[config.mk]
export PLATFORM = sky130hd
export DESIGN_NAME = tlaik_ctrl
export DESIGN_NICKNAME = d
export VERILOG_FILES = /design/src/hdl/tlaik_pkg.sv /design/src/hdl/tlaik_ctrl.sv
export SDC_FILE = /design/constraint.sdc
export NUM_CORES = 1
export LEC_CHECK = 0
export BUFFER_PORTS_ARGS = -buffer_cell sky130_fd_sc_hd__buf_4
export CAP_MARGIN = 20
export CORE_MARGIN = 3
export CORE_UTILIZATION = 50
export DETAILED_ROUTE_END_ITERATION = 10
export PLACE_DENSITY = 0.74
export SYNTH_ARGS = -nofsm -noshare
export SYNTH_HDL_FRONTEND = slang
export SYNTH_SLANG_ARGS = --single-unit
[constraint.sdc]
create_clock -name clk -period 2.4 [get_ports clk]
set_input_delay 0.36 -clock clk [delete_from_list [all_inputs] [get_ports clk]]
set_output_delay 0.36 -clock clk [all_outputs]
set_load 0.005 [all_outputs]
[src/hdl/tlaik_pkg.sv]
// ----------------------------------------------------------------------------
// tlaik_pkg
// Shared types, constants and tables for the two-link arm inverse kinematics
// unit: controller commands, datapath status, CORDIC angle table, servo
// command rounding.
// ----------------------------------------------------------------------------
package tlaik_pkg;

  localparam int COORD_W   = 16;
  localparam int LINK_W    = 14;
  localparam int SVO_W     = 8;
  localparam int MUL_W     = 32;
  localparam int SQR_W     = 28;   // squared link length
  localparam int SUMSQ_W   = 30;   // squared link sum / difference
  localparam int R16_W     = 23;   // Q16 root of r^2 and ground distance
  localparam int CW        = 40;   // CORDIC and acos operand width
  localparam int ANG_W     = 26;   // Q16 degrees
  localparam int CMD_W     = 28;   // angle sums before rounding
  localparam int SQ_W      = 60;   // square root radicand
  localparam int ROOT_W    = 30;
  localparam int SQ_STEPS  = 30;
  localparam int SQ_CNT_W  = 5;
  localparam int FRAC_W    = 16;
  localparam int TAB_W     = 22;
  localparam int TAB_IDX_W = 5;
  localparam int CMDV_W    = 9;    // rounded, clamped command before halving

  localparam logic signed [ANG_W-1:0] ANG90      = 26'sd5898240;
  localparam logic signed [CMD_W-1:0] DEG90      = 28'sd5898240;
  localparam logic signed [CMD_W-1:0] DEG180     = 28'sd11796480;
  localparam logic signed [CMD_W-1:0] ROUND_HALF = 28'sd32768;
  localparam logic signed [CW-1:0]    NORM_LIMIT = 40'sd1073741824;

  localparam logic [LINK_W-1:0] UPPER_RESET = 14'd5120;
  localparam logic [LINK_W-1:0] LOWER_RESET = 14'd3840;
  localparam logic [SVO_W-1:0]  HELD_RESET  = 8'd90;
  localparam logic [CMDV_W-1:0] ANGLE_MAX   = 9'd180;
  localparam logic [CMDV_W-1:0] ELBOW_MAX   = 9'd360;

  localparam logic REG_UPPER = 1'b0;

  typedef enum logic [3:0] {
    MUL_XX, MUL_YY, MUL_ZZ, MUL_AA, MUL_BB, MUL_SUM, MUL_DIF, MUL_AR, MUL_AB,
    MUL_DD, MUL_NN
  } mul_sel_t;

  typedef enum logic [4:0] {
    OP_NONE, OP_LOAD, OP_G2_SET, OP_G2_ADD, OP_R2_SET, OP_AA_SET, OP_BB_SET,
    OP_SUMSQ_SET, OP_DIFSQ_SET, OP_REACH, OP_R16_SET, OP_G16_SET, OP_BASE_SET,
    OP_BETA_SET, OP_GAMMA_LD, OP_ALPHA_LD, OP_CLAMP, OP_HALVE, OP_TMP_SET,
    OP_RAD_SET, OP_GAMMA_SET, OP_ALPHA_SET, OP_OUT_LOAD
  } op_t;

  typedef enum logic [1:0] {SQ_R2, SQ_G2, SQ_RAD} sq_sel_t;
  typedef enum logic [1:0] {CB_BASE, CB_BETA, CB_ACOS} cb_sel_t;

  typedef struct packed {
    mul_sel_t mul;
    op_t      op;
    logic     sq_start;
    sq_sel_t  sq_sel;
    logic     cb_start;
    cb_sel_t  cb_sel;
  } cmd_t;

  typedef struct packed {
    logic reach;
    logic den_big;
    logic sq_done;
    logic cb_done;
  } status_t;

  // atan(2^-i) in Q16 degrees
  function automatic logic [TAB_W-1:0] atan_entry(input logic [TAB_IDX_W-1:0] idx);
    logic [TAB_W-1:0] v;
    case (idx)
      5'd0:    v = 22'd2949120;
      5'd1:    v = 22'd1740967;
      5'd2:    v = 22'd919879;
      5'd3:    v = 22'd466945;
      5'd4:    v = 22'd234379;
      5'd5:    v = 22'd117304;
      5'd6:    v = 22'd58666;
      5'd7:    v = 22'd29335;
      5'd8:    v = 22'd14668;
      5'd9:    v = 22'd7334;
      5'd10:   v = 22'd3667;
      5'd11:   v = 22'd1833;
      5'd12:   v = 22'd917;
      5'd13:   v = 22'd458;
      5'd14:   v = 22'd229;
      5'd15:   v = 22'd115;
      5'd16:   v = 22'd57;
      5'd17:   v = 22'd29;
      5'd18:   v = 22'd14;
      5'd19:   v = 22'd7;
      5'd20:   v = 22'd4;
      5'd21:   v = 22'd2;
      5'd22:   v = 22'd1;
      default: v = '0;
    endcase
    return v;
  endfunction

  // round half away from zero to whole degrees, clamp to 0..hi
  function automatic logic [CMDV_W-1:0] servo_cmd(input logic signed [CMD_W-1:0] v,
                                                  input logic [CMDV_W-1:0] hi);
    logic signed [CMD_W-1:0] r;
    logic [CMDV_W-1:0] res;
    if (v >= 0) begin
      r = (v + ROUND_HALF) >>> FRAC_W;
    end else begin
      r = -((-v + ROUND_HALF) >>> FRAC_W);
    end
    if (r < 0) begin
      res = '0;
    end else if (r > $signed({{(CMD_W-CMDV_W){1'b0}}, hi})) begin
      res = hi;
    end else begin
      res = r[CMDV_W-1:0];
    end
    return res;
  endfunction

endpackage

[src/hdl/tlaik_ctrl.sv]
// ----------------------------------------------------------------------------
// tlaik_ctrl
// Sequencer: steps the datapath through reach test, roots, atan2 and the
// two acos evaluations, then hands the result to the output register.
// ----------------------------------------------------------------------------
module tlaik_ctrl
  import tlaik_pkg::*;
(
  input  logic    clk,
  input  logic    rst,
  input  logic    target_valid,
  output logic    target_stall,
  output logic    result_valid,
  input  logic    result_stall,
  output cmd_t    cmd,
  input  status_t status
);

  typedef enum logic [4:0] {
    S_IDLE, S_MXX, S_MYY, S_MZZ, S_MAA, S_MBB, S_MSUM, S_MDIF, S_DIFW, S_REACH,
    S_SQR_GO, S_SQR_WAIT, S_SQG_GO, S_SQG_WAIT, S_CB_GO, S_CB_WAIT, S_CBT_GO,
    S_CBT_WAIT, S_GM_MUL, S_GM_LD, S_AL_MUL, S_AL_LD, S_AC_CLAMP, S_AC_NORM,
    S_AC_MDD, S_AC_MNN, S_AC_RAD, S_AC_SQ_GO, S_AC_SQ_WAIT, S_AC_CB_GO,
    S_AC_CB_WAIT, S_FINISH
  } state_t;

  state_t state;
  state_t state_next;
  logic   second;       // high during the elbow (alpha) acos pass
  logic   second_next;
  logic   load_out;

  assign target_stall = (state != S_IDLE);

  always_comb begin
    state_next   = state;
    second_next  = second;
    load_out     = 1'b0;
    cmd.mul      = MUL_XX;
    cmd.op       = OP_NONE;
    cmd.sq_start = 1'b0;
    cmd.sq_sel   = SQ_R2;
    cmd.cb_start = 1'b0;
    cmd.cb_sel   = CB_BASE;
    case (state)
      S_IDLE: begin
        if (target_valid) begin
          cmd.op     = OP_LOAD;
          state_next = S_MXX;
        end
      end
      S_MXX: begin
        cmd.mul    = MUL_XX;
        state_next = S_MYY;
      end
      S_MYY: begin
        cmd.mul    = MUL_YY;
        cmd.op     = OP_G2_SET;
        state_next = S_MZZ;
      end
      S_MZZ: begin
        cmd.mul    = MUL_ZZ;
        cmd.op     = OP_G2_ADD;
        state_next = S_MAA;
      end
      S_MAA: begin
        cmd.mul    = MUL_AA;
        cmd.op     = OP_R2_SET;
        state_next = S_MBB;
      end
      S_MBB: begin
        cmd.mul    = MUL_BB;
        cmd.op     = OP_AA_SET;
        state_next = S_MSUM;
      end
      S_MSUM: begin
        cmd.mul    = MUL_SUM;
        cmd.op     = OP_BB_SET;
        state_next = S_MDIF;
      end
      S_MDIF: begin
        cmd.mul    = MUL_DIF;
        cmd.op     = OP_SUMSQ_SET;
        state_next = S_DIFW;
      end
      S_DIFW: begin
        cmd.op     = OP_DIFSQ_SET;
        state_next = S_REACH;
      end
      S_REACH: begin
        cmd.op     = OP_REACH;
        state_next = status.reach ? S_SQR_GO : S_FINISH;
      end
      S_SQR_GO: begin
        cmd.sq_start = 1'b1;
        cmd.sq_sel   = SQ_R2;
        state_next   = S_SQR_WAIT;
      end
      S_SQR_WAIT: begin
        if (status.sq_done) begin
          cmd.op     = OP_R16_SET;
          state_next = S_SQG_GO;
        end
      end
      S_SQG_GO: begin
        cmd.sq_start = 1'b1;
        cmd.sq_sel   = SQ_G2;
        state_next   = S_SQG_WAIT;
      end
      S_SQG_WAIT: begin
        if (status.sq_done) begin
          cmd.op     = OP_G16_SET;
          state_next = S_CB_GO;
        end
      end
      S_CB_GO: begin
        cmd.cb_start = 1'b1;
        cmd.cb_sel   = CB_BASE;
        state_next   = S_CB_WAIT;
      end
      S_CB_WAIT: begin
        if (status.cb_done) begin
          cmd.op     = OP_BASE_SET;
          state_next = S_CBT_GO;
        end
      end
      S_CBT_GO: begin
        cmd.cb_start = 1'b1;
        cmd.cb_sel   = CB_BETA;
        state_next   = S_CBT_WAIT;
      end
      S_CBT_WAIT: begin
        if (status.cb_done) begin
          cmd.op     = OP_BETA_SET;
          state_next = S_GM_MUL;
        end
      end
      S_GM_MUL: begin
        cmd.mul     = MUL_AR;
        second_next = 1'b0;
        state_next  = S_GM_LD;
      end
      S_GM_LD: begin
        cmd.op     = OP_GAMMA_LD;
        state_next = S_AC_CLAMP;
      end
      S_AL_MUL: begin
        cmd.mul    = MUL_AB;
        state_next = S_AL_LD;
      end
      S_AL_LD: begin
        cmd.op     = OP_ALPHA_LD;
        state_next = S_AC_CLAMP;
      end
      S_AC_CLAMP: begin
        cmd.op     = OP_CLAMP;
        state_next = S_AC_NORM;
      end
      S_AC_NORM: begin
        // halve until den < 2^30, then clamp once more
        if (status.den_big) begin
          cmd.op = OP_HALVE;
        end else begin
          cmd.op     = OP_CLAMP;
          state_next = S_AC_MDD;
        end
      end
      S_AC_MDD: begin
        cmd.mul    = MUL_DD;
        state_next = S_AC_MNN;
      end
      S_AC_MNN: begin
        cmd.mul    = MUL_NN;
        cmd.op     = OP_TMP_SET;
        state_next = S_AC_RAD;
      end
      S_AC_RAD: begin
        cmd.op     = OP_RAD_SET;
        state_next = S_AC_SQ_GO;
      end
      S_AC_SQ_GO: begin
        cmd.sq_start = 1'b1;
        cmd.sq_sel   = SQ_RAD;
        state_next   = S_AC_SQ_WAIT;
      end
      S_AC_SQ_WAIT: begin
        if (status.sq_done) begin
          state_next = S_AC_CB_GO;
        end
      end
      S_AC_CB_GO: begin
        cmd.cb_start = 1'b1;
        cmd.cb_sel   = CB_ACOS;
        state_next   = S_AC_CB_WAIT;
      end
      S_AC_CB_WAIT: begin
        if (status.cb_done) begin
          if (second) begin
            cmd.op     = OP_ALPHA_SET;
            state_next = S_FINISH;
          end else begin
            cmd.op      = OP_GAMMA_SET;
            second_next = 1'b1;
            state_next  = S_AL_MUL;
          end
        end
      end
      S_FINISH: begin
        if (!result_valid || !result_stall) begin
          cmd.op     = OP_OUT_LOAD;
          load_out   = 1'b1;
          state_next = S_IDLE;
        end
      end
      default: state_next = S_IDLE;
    endcase
  end

  always_ff @(posedge clk) begin
    if (rst) begin
      state        <= S_IDLE;
      second       <= 1'b0;
      result_valid <= 1'b0;
    end else begin
      state  <= state_next;
      second <= second_next;
      if (load_out) begin
        result_valid <= 1'b1;
      end else if (!result_stall) begin
        result_valid <= 1'b0;
      end
    end
  end

endmodule

==> flow_summary.json, run 1 <==
{
  "crit_arrival_ns": 1.83,
  "die_area_sq_um": 2987,
  "coreArea_sq_um": 2102,
  "crit_top_cell": "buf_4",
  "synth_top_family_by_area": "compound AO/OA/AOI/OAI gates",
  "cts.repair.resized": 0,
  "drv_slew": 0,
  "root_buffer": "clkbuf_4",
  "port_buffers": 24,
  "cts_hold_buf": 0,
  "grt-ovfl-total": 0,
  "antenna_found_initial": 0,
  "synth-simple-area-share_pct": 34.78,
  "synth_area_per_cell_sq_um": 7.174,
  "power_density_nw_per_um2": 1446,
  "synth_mux_area_share_pct": 1.797,
  "r2r.worst_path.cells": 6,
  "rsz0062_at_grt": "no",
  "vias": 1394,
  "place.gp.congestion": 0.9424,
  "rows": 16,
  "drv_cap": 0,
  "fill_cells": 198,
  "drt_iter0_drc": 86,
  "synth_nets": 173,
  "max_freq_mhz": 457.0,
  "seq_area_sq_um": 140.1,
  "synth_compound_area_share_pct": 38.90,
  "cts_max_level": 1,
  "leakagePower_nw": 0.5440,
  "syn_inst": 165,
  "grt_start_max_net_pins": 32,
  "path_clk_slew_ns": 0.06,
  "multi_input_area_sq_um": 903.4,
  "ys_seq_area_share_pct": 11.84,
  "hpwl_microns": 2771,
  "cts_tree": "yes",
  "ys_ff_latch": 7,
  "worstPathMaxFanout": 13,
  "status": "finished, final reports clean",
  "wirelength_microns": 3792,
  "cp-start-kind": "flip-flop",
  "synth_top_area_cell": "dfxtp_1",
  "synth_warnings": 0,
  "synth_area_sq_um": 1184,
  "drive_above_1_share_pct": 29.03,
  "setup_viol": 0,
  "layout.nets": 195,
  "final_antenna_net_count": 0,
  "yosysTopAreaCellShare_pct": 11.84,
  "synth_area_leaders": "dfxtp_1, o21ai_0, nor2_1",
  "dr.pass1.iters": 6,
  "final-hold-violation-count": 0,
  "path_class": "flip-flop to output port",
  "path_cells": "buf_4, nor2b_1, a32o_1, a32oi_1, o21ai_1, buf_4",
  "die_h_microns": 54.66,
  "ir_worst_vdd_uv": 898.4,
  "grt_pass1_vias": 1282,
  "hp-class": "input port to flip-flop",
  "area_growth_pct": 15.96,
  "worstSkewPairLatency_ns": 0.26,
  "grt_pass1_wl_microns": 6003,
  "cts_buffers": 3,
  "yosysUniqueCellTypes": 56,
  "tns_ns": 0,
  "fin_worst_skew_ns": 0.003501,
  "critPathRequiredTime_ns": 2.04,
  "numClockSinks": 7,
  "crit_slowest_cell": "dfxtp_1",
  "synthAdderAreaFrac_pct": 0.8457,
  "period_needed_ns": 2.188,
  "grt.total_usage_pct": 27.81,
  "num_antenna_cells": 0,
  "fin_util_pct": 65.30,
  "avgViaCountPerCell": 6.545,
  "min_path_cells": 2,
  "max_stage_delay_ns": 0.49,
  "ios": 25,
  "relSlewSlack_pct": 69.95,
  "drc": 0,
  "start_util_pct": 56.31,
  "wire_per_inst_microns": 17.80,
  "period_share_pct": 91.17,
  "end_kind": "output port",
  "die_w_microns": 54.66,
  "synth_xor_area_share_pct": 0,
  "cts_buffer_depth": 2,
  "tightest_slew_ns": 0.4490,
  "post_cts_buffers": 0
}
==> layout by cell type (no fill, tap or decap), types with 3 or more instances in the layout <==
cell type | Yosys | routed
buf_4 | 4 | 33
nor3_1 | 8 | 8
and3_1 | 4 | 4
nor2b_1 | 7 | 7
inv_1 | 4 | 4
nand2b_1 | 4 | 4
o21ai_0 | 13 | 13
a311oi_1 | 3 | 3
and2_1 | 4 | 4
nand4_1 | 3 | 3
nand2_1 | 14 | 14
dfxtp_1 | 7 | 7
nand3_1 | 4 | 4
a21oi_1 | 11 | 11
nor2_1 | 17 | 17
a31oi_1 | 3 | 3
clkbuf_4 | 0 | 3
a211oi_1 | 3 | 3
==> sequential cells by signal, indices dropped and copies added, names as in the netlist <==
register and count:
result_valid 1, state 5, second 1
==> critical path: cells and delay by family (launching register included) <==
family | cells | cell delay, ns
DFF | 1 | 0.49
and+or+nand+nor | 1 | 0.34
AOI/OAI and AO/OA | 3 | 0.37
buffers and inverters | 2 | 0.38
==> per-stage QoR <==
step | setup slack (ns) | total power [mW] | hold WS (ns) | std cells | instance area, sq um
final | 0.2120 | 1.985 | 0.3419 | 213 | 1373
after global routing | 0.09502 | 2.118 | 0.3500 | 213 | 1373
after CTS | 0.2284 | 1.949 | 0.3422 | 213 | 1373
after detailed placement | 0.5548 | 1.821 | 0.5615 | 209 | 1346
after global placement | 0.6201 | 1.786 | 0.5469 | 209 | 1346
after floorplan | 0.8462 | 1.419 | 0.4893 | 165 | 1184
==> power by group <==
group	total (mW)	internal (mW)	switching [mW]
Sequential	0.246	0.159	0.0865
Combinational	1.62	0.685	0.935
Clock	0.119	0.0641	0.0547
==> final timing paths <==
| check | endpoint | startpoint | slack [ns] |
|---|---|---|---|
| hold / removal | result_valid | rst | 0.34 |
| setup reg to reg | state[0] | state[2] | 0.61 |
| setup / recovery | cmd[6] | state[0] | 0.21 |
| hold reg to reg | second | second | 0.58 |
==> synth_stat cells, drive strengths merged <==
library cell / instances
nand2: 14
maj3: 1
o31ai: 1
o2111ai: 1
nor3: 9
nand2b: 4
inv: 5
o22ai: 3
buf: 15
nor2b: 7
and3: 4
dfxtp: 7
nand3: 4
o2bb2ai: 1
nor2: 19
nor4: 1
a32oi: 2
and2: 4
a41o: 1
a21o: 2
a211oi: 5
nand4b: 1
mux2: 1
a21oi: 12
or2b: 1
a31oi: 3
mux2i: 1
o211a: 1
nor3b: 1
clkbuf: 1
or2: 1
and4: 1
a311oi: 4
nand4: 3
a22o: 1
a32o: 1
a2bb2oi: 1
o22a: 1
o32ai: 1
o211ai: 2
and2b: 3
o21ai: 14
==> area by class of cell <==
| class | instances | share of cell area [%] |
|---|---|---|
| multi-input combinational | 137 | 65.82 |
| timing repair buffer | 33 | 18.05 |
| sequential | 7 | 10.21 |
| tap | 27 | 2.461 |
| clock buffer | 4 | 1.914 |
| inverter | 5 | 1.550 |
==> layer usage <==
layer	routed length, microns	GRT usage, %
met5	0	0
met4	99	9.959
met3	366	7.084
met1	1521	33.93
met2	1806	46.46
==> logic make-up after synthesis <==
logic type | after synthesis
and+or+nand+nor | 77
AOI/OAI and AO/OA | 57
buffers and inverters | 21
DFF | 7
muxes | 2
adders and majority gates | 1
Power figures use the tool's default switching activity.
==> inputs of run 2 (changes only) <==
Settings changed: CELL_PAD_IN_SITES_DETAIL_PLACEMENT set to 0, CELL_PAD_IN_SITES_GLOBAL_PLACEMENT set to 2, CORE_UTILIZATION 50 to 32, GPL_TIMING_DRIVEN set to 0, HOLD_SLACK_MARGIN set to 0.15, PLACE_DENSITY 0.74 to not set, PLACE_DENSITY_LB_ADDON set to 0.1.
==> run 2 against run 1 <==
Against the previous run:
- critical path type unchanged
- die area increased by 49%
- critical endpoint unchanged
- highest routed layer unchanged
- final area up 6.4%
- sequential power shrank 15%
- global-route usage decreased by 7.7 points
- critical path depth rose by 1
- sequential cell count is the same
- fmax rose by 3.4%
- utilization is 23 points lower
- setup slack gained 0.072 ns
- hold slack gained 0.21 ns
- largest power group unchanged
- non-clock buffer count is 6 higher
==> flow_summary.json, run 2 (synthesis results as in run 1) <==
{
  "status": "finished, final reports clean",
  "tns_ns": 0,
  "final_common_cell": "buf_4",
  "root_buffer": "clkbuf_8",
  "cts_hold_buf": 0,
  "period_needed_ns": 2.116,
  "numClockSinks": 7,
  "drt_iter0_drc": 88,
  "crit_arrival_ns": 1.76,
  "dr.pass1.iters": 4,
  "grt_pass1_vias": 1329,
  "path_clk_slew_ns": 0.04,
  "drv_cap": 0,
  "start_util_pct": 34.39,
  "wirelength_microns": 4128,
  "post_cts_buffers": 0,
  "setup_viol": 0,
  "leakagePower_nw": 0.5818,
  "final_cell_mix": "buf_4, nor2_1, nand2_1",
  "vias": 1385,
  "largest_reg_flops": 5,
  "max_freq_mhz": 472.5,
  "min_path_cells": 3,
  "grt.total_usage_pct": 20.14,
  "coreArea_sq_um": 3442,
  "worstSkewPairLatency_ns": 0.23,
  "ir_worst_vdd_uv": 566.2,
  "wire_per_inst_microns": 17.34,
  "cts_tree": "yes",
  "grt_start_max_net_pins": 11,
  "hpwl_microns": 3235,
  "num_antenna_cells": 0,
  "path_class": "flip-flop to output port",
  "cp-start-kind": "flip-flop",
  "top_regs": "state x5, result_valid x1, second x1",
  "largest-register": "state",
  "ios": 25,
  "relSlewSlack_pct": 67.65,
  "avgViaCountPerCell": 5.819,
  "die_area_sq_um": 4465,
  "area_growth_pct": 23.36,
  "tightest_slew_ns": 0.4852,
  "grt-ovfl-total": 0,
  "path_cells": "buf_6, buf_2, a31oi_1, o22ai_1, a32oi_1, o21ai_1, buf_4",
  "drive_above_1_share_pct": 30.73,
  "port_buffers": 23,
  "drv_slew": 0,
  "max_stage_delay_ns": 0.45,
  "power_mw": 2.116,
  "drc": 0,
  "fin_util_pct": 42.42,
  "crit_slowest_cell": "dfxtp_1",
  "power_density_nw_per_um2": 1449,
  "r2r.worst_path.cells": 7,
  "hp-class": "input port to flip-flop",
  "grt_pass1_wl_microns": 6831,
  "cts_buffers": 3,
  "cts_buffer_depth": 2,
  "rsz0062_at_grt": "no",
  "cts_max_level": 1,
  "period_share_pct": 88.18,
  "antenna_found_initial": 0,
  "fin_worst_skew_ns": 0.006398,
  "fill_cells": 399,
  "cts.repair.resized": 0,
  "end_kind": "output port",
  "rows": 21,
  "final-hold-violation-count": 0,
  "die_w_microns": 66.82,
  "place.gp.congestion": 0.9433,
  "critPathRequiredTime_ns": 2.04,
  "worstPathMaxFanout": 10,
  "final_antenna_net_count": 0,
  "layout.nets": 201,
  "die_h_microns": 66.82
}
## run 2: metal layers
metal	share of wire, %	global-route usage (%)	vias to the layer above
met3	7.9	5.902	10
met4	1.5	3.807	0
li1	-	-	666
met5	0	0	-
met2	47	33.04	59
met1	43	26.08	650
## run 2: final cells by class
class / instances / area [sq um] / area share [%]
Clock inverter: 1 / 5.005 / 0.3428
Tap cell: 46 / 57.56 / 3.942
Multi-Input combinational cell: 137 / 903.4 / 61.87
Sequential cell: 7 / 140.1 / 9.597
Timing Repair Buffer: 23 / 172.7 / 11.83
Inverter: 5 / 21.27 / 1.457
Clock buffer: 3 / 41.29 / 2.828
Buffer: 16 / 118.9 / 8.141
## run 2: path summary, 6_finish.rpt
check                             startpoint           end  slack [ns]
worst min register to register        second        second        0.58
worst max register to register      state[3]      state[2]        0.86
worst min-delay path            result_stall  result_valid        0.55
worst max-delay path                state[2]        cmd[6]        0.28
## run 2: metrics by stage
stage               instances  cell area, sq um  worst slack (ns)  hold slack, ns
floorplan                 165              1184            0.8462          0.4893
global placement          234              1414            0.4980          0.5468
detailed placement        234              1414            0.5457          0.5406
CTS                       238              1460            0.2929          0.5432
global route              238              1460            0.1691          0.5628
finish                    238              1460            0.2837          0.5498
## run 2: worst max-delay path: cells and delay by family (launching register included)
kind | cells | cell delay (ns)
compound gates | 4 | 0.51
buf+inv | 3 | 0.56
flops | 1 | 0.45
## run 2: power by group
part	leakage, nW	switching [mW]	internal (mW)
Clock	0.0255	0.0549	0.113
Combinational	0.499	0.999	0.741
Sequential	0.0575	0.0493	0.160
